## config.mk

```make
export PLATFORM = sky130hd
export DESIGN_NAME = rgb_to_hsl_converter
export DESIGN_NICKNAME = d
export VERILOG_FILES = /design/src/rtl/core/rgbhsl_pkg.sv /design/src/rtl/core/rgbhsl_prep.sv /design/src/rtl/core/rgbhsl_cell.sv /design/src/rtl/core/rgb_to_hsl_converter.sv
export VERILOG_INCLUDE_DIRS = /design/src /design/src/rtl/core
export SDC_FILE = /design/constraint.sdc
export NUM_CORES = 2
export LEC_CHECK = 0
export BUFFER_PORTS_ARGS = -buffer_cell sky130_fd_sc_hd__buf_2
export CAP_MARGIN = 20
export CORE_ASPECT_RATIO = 0.9
export CORE_MARGIN = 2
export CORE_UTILIZATION = 45
export CTS_CLUSTER_DIAMETER = 60
export CTS_CLUSTER_SIZE = 16
export DETAILED_ROUTE_END_ITERATION = 7
export GPL_ROUTABILITY_DRIVEN = 0
export PLACE_DENSITY = 0.66
export SYNTH_ARGS = -nofsm -noshare
export SYNTH_HDL_FRONTEND = slang
export SYNTH_SLANG_ARGS = --single-unit
```

## constraint.sdc

```tcl
create_clock -name clk -period 11.1 [get_ports clk]
set_clock_uncertainty 0.1 [all_clocks]
set_input_delay 1.11 -clock clk [delete_from_list [all_inputs] [get_ports clk]]
set_output_delay 1.11 -clock clk [all_outputs]
set_load 0.05 [all_outputs]
```

## src/rtl/core/rgb_to_hsl_converter_macros.svh

```systemverilog
// ----------------------------------------------------------------------------
// rgb to hsl converter assertion macros
// shared concurrent checks, clocked on clk and disabled while rst_n is low
// ----------------------------------------------------------------------------
`ifndef RGB_TO_HSL_CONVERTER_MACROS_SVH
`define RGB_TO_HSL_CONVERTER_MACROS_SVH

// same-cycle implication
`define RGBHSL_ASSERT_NOW(lbl, ante, cons) \
    lbl: assert property (@(posedge clk) disable iff (!rst_n) (ante) |-> (cons)) \
        else $error("rgb_to_hsl_converter check failed");

// next-cycle implication
`define RGBHSL_ASSERT_NEXT(lbl, ante, cons) \
    lbl: assert property (@(posedge clk) disable iff (!rst_n) (ante) |=> (cons)) \
        else $error("rgb_to_hsl_converter check failed");

`endif

```

## src/rtl/core/rgbhsl_pkg.sv

```systemverilog
// ----------------------------------------------------------------------------
// rgb to hsl package
// word and lane types shared by the front stage, the divider cells and the top
// ----------------------------------------------------------------------------
package rgbhsl_pkg;

    localparam int LANES = 3;
    localparam int LANE_HUE = 0;
    localparam int LANE_SAT = 1;
    localparam int LANE_LIG = 2;

    localparam int CH_W   = 8;
    localparam int NUM_W  = 11;
    localparam int DEN_W  = 11;
    localparam int REM_W  = 11;
    localparam int DVD_W  = 17;
    localparam int QUO_W  = 17;
    localparam int OUT_W  = 16;

    localparam logic [DEN_W-1:0] LIG_DEN = DEN_W'(510);
    localparam logic [OUT_W-1:0] OUT_MAX = '1;

    // one restoring division in flight
    typedef struct packed {
        logic [DEN_W-1:0] den;
        logic [REM_W-1:0] rem;
        logic [DVD_W-1:0] dvd;
        logic [QUO_W-1:0] quo;
    } lane_t;

    typedef struct packed {
        lane_t [LANES-1:0] lanes;
        logic              achrom;
        logic [CH_W-1:0]   alpha;
    } word_t;

    // dividend is num * 65536 + den / 2; the top bits start as partial remainder
    function automatic lane_t lane_init(logic [NUM_W-1:0] num, logic [DEN_W-1:0] den);
        lane_t l;
        l.den = den;
        l.rem = {1'b0, num[NUM_W-1:1]};
        l.dvd = {num[0], 6'b0, den[DEN_W-1:1]};
        l.quo = '0;
        return l;
    endfunction

endpackage

```

## src/rtl/core/rgbhsl_prep.sv

```systemverilog
// ----------------------------------------------------------------------------
// rgb to hsl front stage
// finds max and min, forms numerators and divisors for the divider chain
// ----------------------------------------------------------------------------
module rgbhsl_prep
(
    input  logic                           clk,
    input  logic                           rst_n,
    input  logic                           up_valid,
    input  logic [rgbhsl_pkg::CH_W-1:0]    red,
    input  logic [rgbhsl_pkg::CH_W-1:0]    green,
    input  logic [rgbhsl_pkg::CH_W-1:0]    blue,
    input  logic [rgbhsl_pkg::CH_W-1:0]    alpha,
    output logic                           up_ready,
    output logic                           dn_valid,
    output rgbhsl_pkg::word_t              dn_word,
    input  logic                           dn_ready
);

    logic              valid_reg;
    logic              valid_next;
    rgbhsl_pkg::word_t word_reg;
    rgbhsl_pkg::word_t word_next;

    logic [7:0]  mx;
    logic [7:0]  mn;
    logic [8:0]  sum;
    logic [7:0]  d;
    logic [8:0]  sat_den;
    logic [11:0] h;
    logic [10:0] six_d;

    always_comb
    begin
        mx = red;
        mn = red;
        if (green > mx)
        begin
            mx = green;
        end
        if (blue > mx)
        begin
            mx = blue;
        end
        if (green < mn)
        begin
            mn = green;
        end
        if (blue < mn)
        begin
            mn = blue;
        end
        sum     = {1'b0, mx} + {1'b0, mn};
        d       = mx - mn;
        six_d   = {1'b0, d, 2'b0} + {2'b0, d, 1'b0};
        sat_den = (sum > 9'd255) ? (9'd510 - sum) : sum;

        // hue numerator, never negative; blue wins ties, then green
        if (mx == blue)
        begin
            h = {2'b0, d, 2'b0} + {4'b0, red} - {4'b0, green};
        end
        else if (mx == green)
        begin
            h = {3'b0, d, 1'b0} + {4'b0, blue} - {4'b0, red};
        end
        else
        begin
            h = {4'b0, green} - {4'b0, blue};
            if (green < blue)
            begin
                h = h + {1'b0, six_d};
            end
        end

        word_next.lanes[rgbhsl_pkg::LANE_HUE] = rgbhsl_pkg::lane_init(h[10:0], six_d);
        word_next.lanes[rgbhsl_pkg::LANE_SAT] =
            rgbhsl_pkg::lane_init({3'b0, d}, {2'b0, sat_den});
        word_next.lanes[rgbhsl_pkg::LANE_LIG] =
            rgbhsl_pkg::lane_init({2'b0, sum}, rgbhsl_pkg::LIG_DEN);
        word_next.achrom = (d == 8'd0);
        word_next.alpha  = alpha;
    end

    assign up_ready   = !valid_reg || dn_ready;
    assign valid_next = up_ready ? up_valid : valid_reg;

    always_ff @(posedge clk or negedge rst_n)
    begin
        if (!rst_n)
        begin
            valid_reg <= 1'b0;
        end
        else
        begin
            valid_reg <= valid_next;
        end
    end

    always_ff @(posedge clk)
    begin
        if (up_valid && up_ready)
        begin
            word_reg <= word_next;
        end
    end

    assign dn_valid = valid_reg;
    assign dn_word  = word_reg;

endmodule

```

## src/rtl/core/rgbhsl_cell.sv

```systemverilog
// ----------------------------------------------------------------------------
// rgb to hsl divider cell
// one restoring division step per lane, one quotient bit per cell
// ----------------------------------------------------------------------------
module rgbhsl_cell
(
    input  logic              clk,
    input  logic              rst_n,
    input  logic              up_valid,
    input  rgbhsl_pkg::word_t up_word,
    output logic              up_ready,
    output logic              dn_valid,
    output rgbhsl_pkg::word_t dn_word,
    input  logic              dn_ready
);

    logic              valid_reg;
    logic              valid_next;
    rgbhsl_pkg::word_t word_reg;
    rgbhsl_pkg::word_t word_next;

    logic [rgbhsl_pkg::REM_W:0] r2   [rgbhsl_pkg::LANES];
    logic [rgbhsl_pkg::REM_W:0] diff [rgbhsl_pkg::LANES];
    logic                       ge   [rgbhsl_pkg::LANES];

    always_comb
    begin
        word_next = up_word;
        for (int k = 0; k < rgbhsl_pkg::LANES; k++)
        begin
            // bring down the next dividend bit
            r2[k]   = {up_word.lanes[k].rem, up_word.lanes[k].dvd[rgbhsl_pkg::DVD_W-1]};
            diff[k] = r2[k] - {1'b0, up_word.lanes[k].den};
            ge[k]   = (r2[k] >= {1'b0, up_word.lanes[k].den});
            word_next.lanes[k].rem = ge[k] ? diff[k][rgbhsl_pkg::REM_W-1:0]
                                           : r2[k][rgbhsl_pkg::REM_W-1:0];
            word_next.lanes[k].dvd = {up_word.lanes[k].dvd[rgbhsl_pkg::DVD_W-2:0], 1'b0};
            word_next.lanes[k].quo = {up_word.lanes[k].quo[rgbhsl_pkg::QUO_W-2:0], ge[k]};
        end
    end

    assign up_ready   = !valid_reg || dn_ready;
    assign valid_next = up_ready ? up_valid : valid_reg;

    always_ff @(posedge clk or negedge rst_n)
    begin
        if (!rst_n)
        begin
            valid_reg <= 1'b0;
        end
        else
        begin
            valid_reg <= valid_next;
        end
    end

    always_ff @(posedge clk)
    begin
        if (up_valid && up_ready)
        begin
            word_reg <= word_next;
        end
    end

    assign dn_valid = valid_reg;
    assign dn_word  = word_reg;

endmodule

```

## src/rtl/core/rgb_to_hsl_converter.sv

```systemverilog
// ----------------------------------------------------------------------------
// rgb to hsl converter
// pixel stream conversion from 8-bit rgb plus alpha to 16-bit hsl
// ----------------------------------------------------------------------------
// Takes one pixel word per clock while pixel_stall is low and returns one hsl
// word per pixel, in order, through one front stage that finds max and min, a
// chain of 17 divider cells that each settle one quotient bit of the hue,
// saturation and lightness divisions, and one output register that clamps
// and masks. Throughput is one word per clock as long as result_stall stays
// low; pixel_stall rises only when every stage holds a word and the output
// is stalled. Hue is a fraction of a full turn, saturation and lightness
// are Q0.16, all rounded to nearest and clamped to 65535; gray pixels give
// hue and saturation of zero.

`include "rgb_to_hsl_converter_macros.svh"

module rgb_to_hsl_converter
(
    input  logic        clk,
    input  logic        rst_n,
    input  logic        pixel_valid,
    output logic        pixel_stall,
    input  logic [7:0]  red,
    input  logic [7:0]  green,
    input  logic [7:0]  blue,
    input  logic [7:0]  alpha,
    output logic        result_valid,
    input  logic        result_stall,
    output logic [15:0] hue,
    output logic [15:0] saturation,
    output logic [15:0] lightness,
    output logic [7:0]  alpha_out
);

    localparam int STAGES = rgbhsl_pkg::QUO_W;

    logic              chain_valid [STAGES+1];
    logic              chain_ready [STAGES+1];
    rgbhsl_pkg::word_t chain_word  [STAGES+1];

    logic        prep_ready;
    logic        out_ready;
    logic        result_valid_reg;
    logic        result_valid_next;
    logic [15:0] hue_reg;
    logic [15:0] saturation_reg;
    logic [15:0] lightness_reg;
    logic [7:0]  alpha_reg;
    logic [15:0] q_clamped [rgbhsl_pkg::LANES];

    rgbhsl_prep u_prep
    (
        .clk      (clk),
        .rst_n    (rst_n),
        .up_valid (pixel_valid),
        .red      (red),
        .green    (green),
        .blue     (blue),
        .alpha    (alpha),
        .up_ready (prep_ready),
        .dn_valid (chain_valid[0]),
        .dn_word  (chain_word[0]),
        .dn_ready (chain_ready[0])
    );

    assign pixel_stall = !prep_ready;

    for (genvar i = 0; i < STAGES; i++)
    begin : g_cell
        rgbhsl_cell u_cell
        (
            .clk      (clk),
            .rst_n    (rst_n),
            .up_valid (chain_valid[i]),
            .up_word  (chain_word[i]),
            .up_ready (chain_ready[i]),
            .dn_valid (chain_valid[i+1]),
            .dn_word  (chain_word[i+1]),
            .dn_ready (chain_ready[i+1])
        );
    end

    // quotient reaches 65536 only on full scale results
    always_comb
    begin
        for (int k = 0; k < rgbhsl_pkg::LANES; k++)
        begin
            q_clamped[k] = chain_word[STAGES].lanes[k].quo[rgbhsl_pkg::QUO_W-1]
                         ? rgbhsl_pkg::OUT_MAX
                         : chain_word[STAGES].lanes[k].quo[rgbhsl_pkg::OUT_W-1:0];
        end
    end

    assign out_ready            = !result_valid_reg || !result_stall;
    assign chain_ready[STAGES]  = out_ready;
    assign result_valid_next    = out_ready ? chain_valid[STAGES] : result_valid_reg;

    always_ff @(posedge clk or negedge rst_n)
    begin
        if (!rst_n)
        begin
            result_valid_reg <= 1'b0;
        end
        else
        begin
            result_valid_reg <= result_valid_next;
        end
    end

    always_ff @(posedge clk)
    begin
        if (chain_valid[STAGES] && out_ready)
        begin
            // gray pixels have no hue or saturation
            hue_reg        <= chain_word[STAGES].achrom ? 16'd0
                                                        : q_clamped[rgbhsl_pkg::LANE_HUE];
            saturation_reg <= chain_word[STAGES].achrom ? 16'd0
                                                        : q_clamped[rgbhsl_pkg::LANE_SAT];
            lightness_reg  <= q_clamped[rgbhsl_pkg::LANE_LIG];
            alpha_reg      <= chain_word[STAGES].alpha;
        end
    end

    assign result_valid = result_valid_reg;
    assign hue          = hue_reg;
    assign saturation   = saturation_reg;
    assign lightness    = lightness_reg;
    assign alpha_out    = alpha_reg;

    `RGBHSL_ASSERT_NEXT(a_accept_enters_chain, pixel_valid && !pixel_stall, chain_valid[0])
    `RGBHSL_ASSERT_NOW(a_stall_only_when_full, pixel_stall, result_valid && result_stall)
    `RGBHSL_ASSERT_NOW(a_hue_implies_sat, result_valid && (hue != 16'd0), saturation != 16'd0)

endmodule
```

## After elaboration in Yosys (flattened, before gate mapping)

Index checks and enable logic that the tools add are counted.

- Flip-flop bits (word level): 1823
- Bits of input ports: 36
- Output and inout bits: 58
- Logic and storage cells: 496

- Add/subtract/negate cells: 58
- Order comparisons: 57
- Equality and inequality tests: 2
- Mux-type cells: 58
- Reduce and logical (&&, ||, !) cells: 60

Operators by type and width:

| operator | number |
|---|---|
| $mux W11 | 49 |
| $ge A12 B11 Y1 | 16 |
| $ge A12 B9 Y1 | 16 |
| $ge A12 B9 Y1 const B | 16 |
| $sub A11 B11 Y11 | 16 |
| $sub A11 B9 Y11 | 15 |
| $sub A11 B9 Y11 const B | 15 |
| $mux W8 | 5 |
| $mux W16 | 2 |
| $lt A8 B8 Y1 | 3 |
| $sub A11 B8 Y11 | 2 |
| $logic_not A1 Y1 | 21 |
| $logic_and A1 B1 Y1 | 19 |
| $logic_or A1 B1 Y1 | 19 |
| $mux W9 | 2 |
| $eq A8 B8 Y1 | 2 |
| $gt A8 B8 Y1 | 2 |
| $add A10 B8 Y11 | 1 |
| $add A10 B9 Y11 | 1 |
| $add A11 B11 Y11 | 1 |
| $ge A11 B11 Y1 | 1 |
| $add A9 B8 Y10 | 1 |
| $sub A8 B9 Y10 | 1 |
| $sub A9 B9 Y10 const B | 1 |
| 8 further kinds | 8 |

## Longest topological paths before layout

- Depth in word-level cells: 21
- Mapped depth: 40
- Depth with buffers taken out: 38

## By module

A second synthesis with hierarchy kept.

- Cell total of the unflattened synthesis: 8824
- Area, all modules: 134666.7 µm²

By module, submodules not included:

| module | times used | cells each | area each (µm²) | seq. area each (µm²) |
|---|---|---|---|---|
| rgbhsl_cell at g_cell[13].u_cell ... | 10 | 468 | 7364.6 | 5250.0 |
| rgbhsl_cell at g_cell[0].u_cell ... | 6 | 471 | 7392.1 | 5250.0 |
| rgbhsl_cell at g_cell[2].u_cell | 1 | 438 | 7312.0 | 5250.0 |
| rgbhsl_prep | 1 | 763 | 7128.1 | 1616.6 |
| rgb_to_hsl_converter | 1 | 117 | 2228.4 | 1706.6 |

## Worst setup path after synthesis

OpenSTA, ideal clock, no wires.

- Path kind: in2reg
- Start point: input port result_stall
- End point: register g_cell[9].u_cell.word_reg, in the netlist g_cell[9].u_cell.dn_word[0] (enable)
- Library setup time: 0.669 ns
- Arrival time: 8.205 ns
- Required time: 10.331 ns
- Path slack: 2.126 ns
- Stages on the path: 6
- Buffers on the path: 0
- Cell sequence: nand4_1 inv_1 and3_1 and2_1 and3_1 a21boi_0

- Longest elaborated chain between the ends: 11

Ends and longest elaborated chain:

| element | line | text |
|---|---|---|
| from (decl) | rgb_to_hsl_converter.sv:28 | `input logic result_stall,` |
| $logic_not A1 Y1 | rgb_to_hsl_converter.sv:94 | `assign out_ready = !result_valid_reg \|\| !result_stall;` |
| $logic_or A1 B1 Y1 | rgb_to_hsl_converter.sv:94 |  |
| $logic_or A1 B1 Y1 (8 in series) | rgbhsl_cell.sv:42 | `assign up_ready = !valid_reg \|\| dn_ready;` |
| $logic_and A1 B1 Y1 | rgbhsl_cell.sv:59 | `if (up_valid && up_ready)` |
| to (signal assigned) | rgbhsl_cell.sv:61 | `word_reg <= word_next;` |
| to (decl) | rgbhsl_cell.sv:19 | `rgbhsl_pkg::word_t word_reg;` |

Every way passes these cells.
A chain may end at the register's enable or synchronous reset.

## Final worst setup path

- Start point: input port red[1]
- End point: register u_prep.word_reg, in the netlist u_prep.dn_word[52], data pin

- Longest elaborated chain between the ends: 10
- Elaborated cells on any way between the ends: 20
- Those cells by class: add/sub (7); order compare (4); eq/ne (2); mux (7)

Ends and longest elaborated chain:

| element | line | text |
|---|---|---|
| from (decl) | rgb_to_hsl_converter.sv:23 | `input logic [7:0] red,` |
| $gt A8 B8 Y1 / $lt A8 B8 Y1 (equally long branches) | rgbhsl_prep.sv:37, rgbhsl_prep.sv:45 |  |
| $mux W8, on equally long branches | rgbhsl_prep.sv:37, rgbhsl_prep.sv:45 |  |
| $gt A8 B8 Y1 / $lt A8 B8 Y1 (equally long branches) | rgbhsl_prep.sv:41, rgbhsl_prep.sv:49 |  |
| $mux W8, on equally long branches | rgbhsl_prep.sv:41, rgbhsl_prep.sv:49 |  |
| $sub A8 B8 Y8 * | rgbhsl_prep.sv:54 | `d = mx - mn;` |
| named net u_prep.d[2] | rgbhsl_prep.sv:28 | `logic [7:0] d;` |
| $add A10 B9 Y11 * | rgbhsl_prep.sv:55 | `six_d = {1'b0, d, 2'b0} + {2'b0, d, 1'b0};` |
| named net u_prep.six_d[8] | rgbhsl_prep.sv:31 | `logic [10:0] six_d;` |
| $add A11 B11 Y11 * | rgbhsl_prep.sv:72 | `h = h + {1'b0, six_d};` |
| $mux W11 * | rgbhsl_prep.sv:70 | `if (green < blue)` |
| $mux W11 * | rgbhsl_prep.sv:63 | `else if (mx == green)` |
| $mux W11 * | rgbhsl_prep.sv:59 | `if (mx == blue)` |
| named net u_prep.h[10] | rgbhsl_prep.sv:30 | `logic [11:0] h;` |
| to (signal assigned) | rgbhsl_prep.sv:104 | `word_reg <= word_next;` |
| to (decl) | rgbhsl_prep.sv:22 | `rgbhsl_pkg::word_t word_reg;` |

The timed path passes the listed nets; every way through them passes the cells marked *.

==> impl_metrics.ini <==
[status]
status = complete, no violations

[logic_synthesis]
synth_seq_cells = 1523
synth.top_cell.area_share_pct = 64.5
synth_edf_count = 1504
syn_area_per_cell_sq_um = 13.8
netlist_top_cells_area = edfxtp_1, ha_1, mux2_2
synth.distinct_cells = 79
synth_nets = 5569
syn_inst = 5068
yosys.area.top_type = edfxtp_1
synth-seq-area-share_pct = 65.2
synth_area_sq_um = 70000
synthArstFlopShare_pct = 1.25
ys_warn_count = 0
synthFlopType = edfxtp_1

[timing]
rsz0062_at_grt = false
slew_viol_final = 0
worst_pin_slew_ps = 1030
min_period_over_period_pct = 85.1
max_slew_margin_pct = 31.2
finalSetupViolCount = 0
setup_ws_ps = 1650
tns_ps = 0
finalHoldViolCount = 0
fin_crit_ps = 9450
max_freq_ghz = 0.106

[floorplanning]
row_count = 137
core_sq_um = 155000
die_h_microns = 378
dieArea_sq_um = 159000
start_util_pct = 45.2
io-pin-count = 94
dieWidth_microns = 420

[grt]
antenna_found_initial = 2
grt_start_max_net_pins = 70
grt_util_met1_pct = 17.0
met3_usage_pct = 2.67
grt_pass1_vias = 38300
grt.busiest_layer = met2
met2_usage_pct = 26.5
overflow = 0
grt_use_total_pct = 14.6
grt_pass1_wl_mm = 189

[power_and_ir_drop]
powerDensity_nw_per_um2 = 287
max-vdd-ir-drop_mv = 0.202
p_leak_nw = 30.2

[worst_hold_path]
hold_class = input port to async pin

[clock_tree]
cts_resized = 0
clock_path_buffers = 3
cts_tree = done
root_buffer = clkbuf_16
h-tree-depth = 4
cts_inserted_buffers = 132
clock_latency_ps = 760
path_clk_slew_ps = 70
ctsHoldBuffers = 0
cts.sinks = 1523
post_cts_buffers = 0

[layout]
layout.cells.non_filler = 7452
fillers = 12900
final_common_cell = edfxtp_1
areaGrowthSynthToFinish_pct = 10.7
regArea_sq_um = 45600
largest_reg_flops = 1395
mostFrequentLayoutCells = edfxtp_1, inv_1, ha_1, nor2_1, nand2_1
nets = 5788
num_antenna_cells = 0
drive_above_1_share_pct = 11.6
multi_input_area_sq_um = 22200

[route]
routedWlPerCell_microns = 15.4
viasPerCell = 5.05
routed_wl_mm = 115
drtAntennaViolNets = 0
routed-via-count = 37600
drtIter0Drc = 1873
dr.pass1.iters = 5
drt_drc_violations_left = 0

[placement]
dp_hpwl_mm = 82.4
portBuffers = 93
dpl.cell_count = 7237
place_ws_ps = 977

[critical_path]
critical-path-max-stage-delay_ps = 720
cp_data_required_time_ps = 11500
setup.worst_path.end_class = register
crit_fanout = 17
crit_arrival_ps = 9850
rr_startpoint = g_cell[8].u_cell.dn_word[98]
reg2reg_slack_ps = 7440
crit_type = input port to register
r2r-end = g_cell[9].u_cell.dn_word[106]
reg2regPathDepth = 13
worst_setup_path_start_kind = input port
worst_path_max_delay_cell = xnor2_1

[run]
drv_cap = 0
[worst max-delay path, delay by kind of cell]
kind	cells	cell delay, ps
xor gates and xnor gates	2	900
muxes	2	710
buffers and inverters	5	530
and+or+nand+nor	7	930
adders and majority gates	6	2000
AOI/OAI and AO/OA	15	3650
[layout make-up]
type,count,share of cell area (%)
Sequential cell,1523,58.9
Multi-Input combinational cell,2956,28.7
Timing Repair Buffer,123,0.892
Inverter,551,2.67
Clock buffer,156,4.57
Clock inverter,58,0.877
Tap cell,2085,3.37
[metal layers]
layer	share of wire [%]	routed length (microns)
met5	0	0
met4	3.4	3950
met3	3.7	4290
met1	42	48300
met2	51	58100
[where the power goes]
group / internal, mW / total (mW) / switching, mW
clock: 2.48 / 4.53 / 2.04
combinational: 3.85 / 8.54 / 4.69
sequential: 8.52 / 9.18 / 0.668
total: 14.8 / 22.3 / 7.41
[synth_stat cells (all sizes together) (4+ instances only)]
cell type / n
or3: 20
a221oi: 12
nor2b: 93
nand4: 70
and3: 23
a211oi: 13
a41oi: 4
ha: 419
inv: 551
xnor2: 164
o21a: 30
o211a: 4
nand2: 259
nand3: 64
clkbuf: 21
mux2i: 86
a21oi: 166
dfrtp: 19
o21ai: 256
nor3: 56
a21boi: 89
or2: 32
nor2: 420
nand2b: 51
o211ai: 10
a21o: 92
a31oi: 11
a31o: 7
a21bo: 11
fa: 46
and2: 30
mux2: 219
o31ai: 27
edfxtp: 1504
nor4: 12
o2111ai: 4
nor3b: 9
xor2: 86
o31a: 13
o21bai: 14
buf: 17
[metrics by stage]
| stage | cell area, sq um | hold WS (ps) | utilization (%) | total power, mW |
|---|---|---|---|---|
| after detailed placement | 73200 | 305 | 47.3 | 17.8 |
| after global placement | 73200 | 300 | 47.3 | 17.5 |
| final | 77500 | 200 | 50.0 | 22.3 |
| after CTS | 77400 | 147 | 50.0 | 22.4 |
| after global routing | 77500 | 194 | 50.0 | 23.8 |
| after floorplan | 70000 | 300 | - | 15.9 |
[kinds of logic (layout without fill, tap and decap cells)]
| kind of cell | Yosys count | in the layout | share of synthesized area (%) |
|---|---|---|---|
| flops | 1523 | 1523 | 65.2 |
| simple gates | 1149 | 1149 | 7.72 |
| compound gates | 785 | 785 | 7.12 |
| buf+inv | 589 | 888 | 3.19 |
| fa+ha+maj | 467 | 467 | 8.84 |
| mux | 305 | 305 | 4.78 |
| xor+xnor | 250 | 250 | 3.15 |
[worst max path at each step]
| stage | startpoint | to | slack, ps |
|---|---|---|---|
| after global placement | red[1] | u_prep.dn_word[52] | 1130 |
| after floorplan | result_stall | g_cell[9].u_cell.dn_word[0] | 2130 |
| after detailed placement | red[1] | u_prep.dn_word[52] | 980 |
| after CTS | red[1] | u_prep.dn_word[52] | 1770 |
| final | red[1] | u_prep.dn_word[52] | 1650 |
| after global routing | red[1] | u_prep.dn_word[52] | 1100 |
Power figures use the tool's default switching activity.
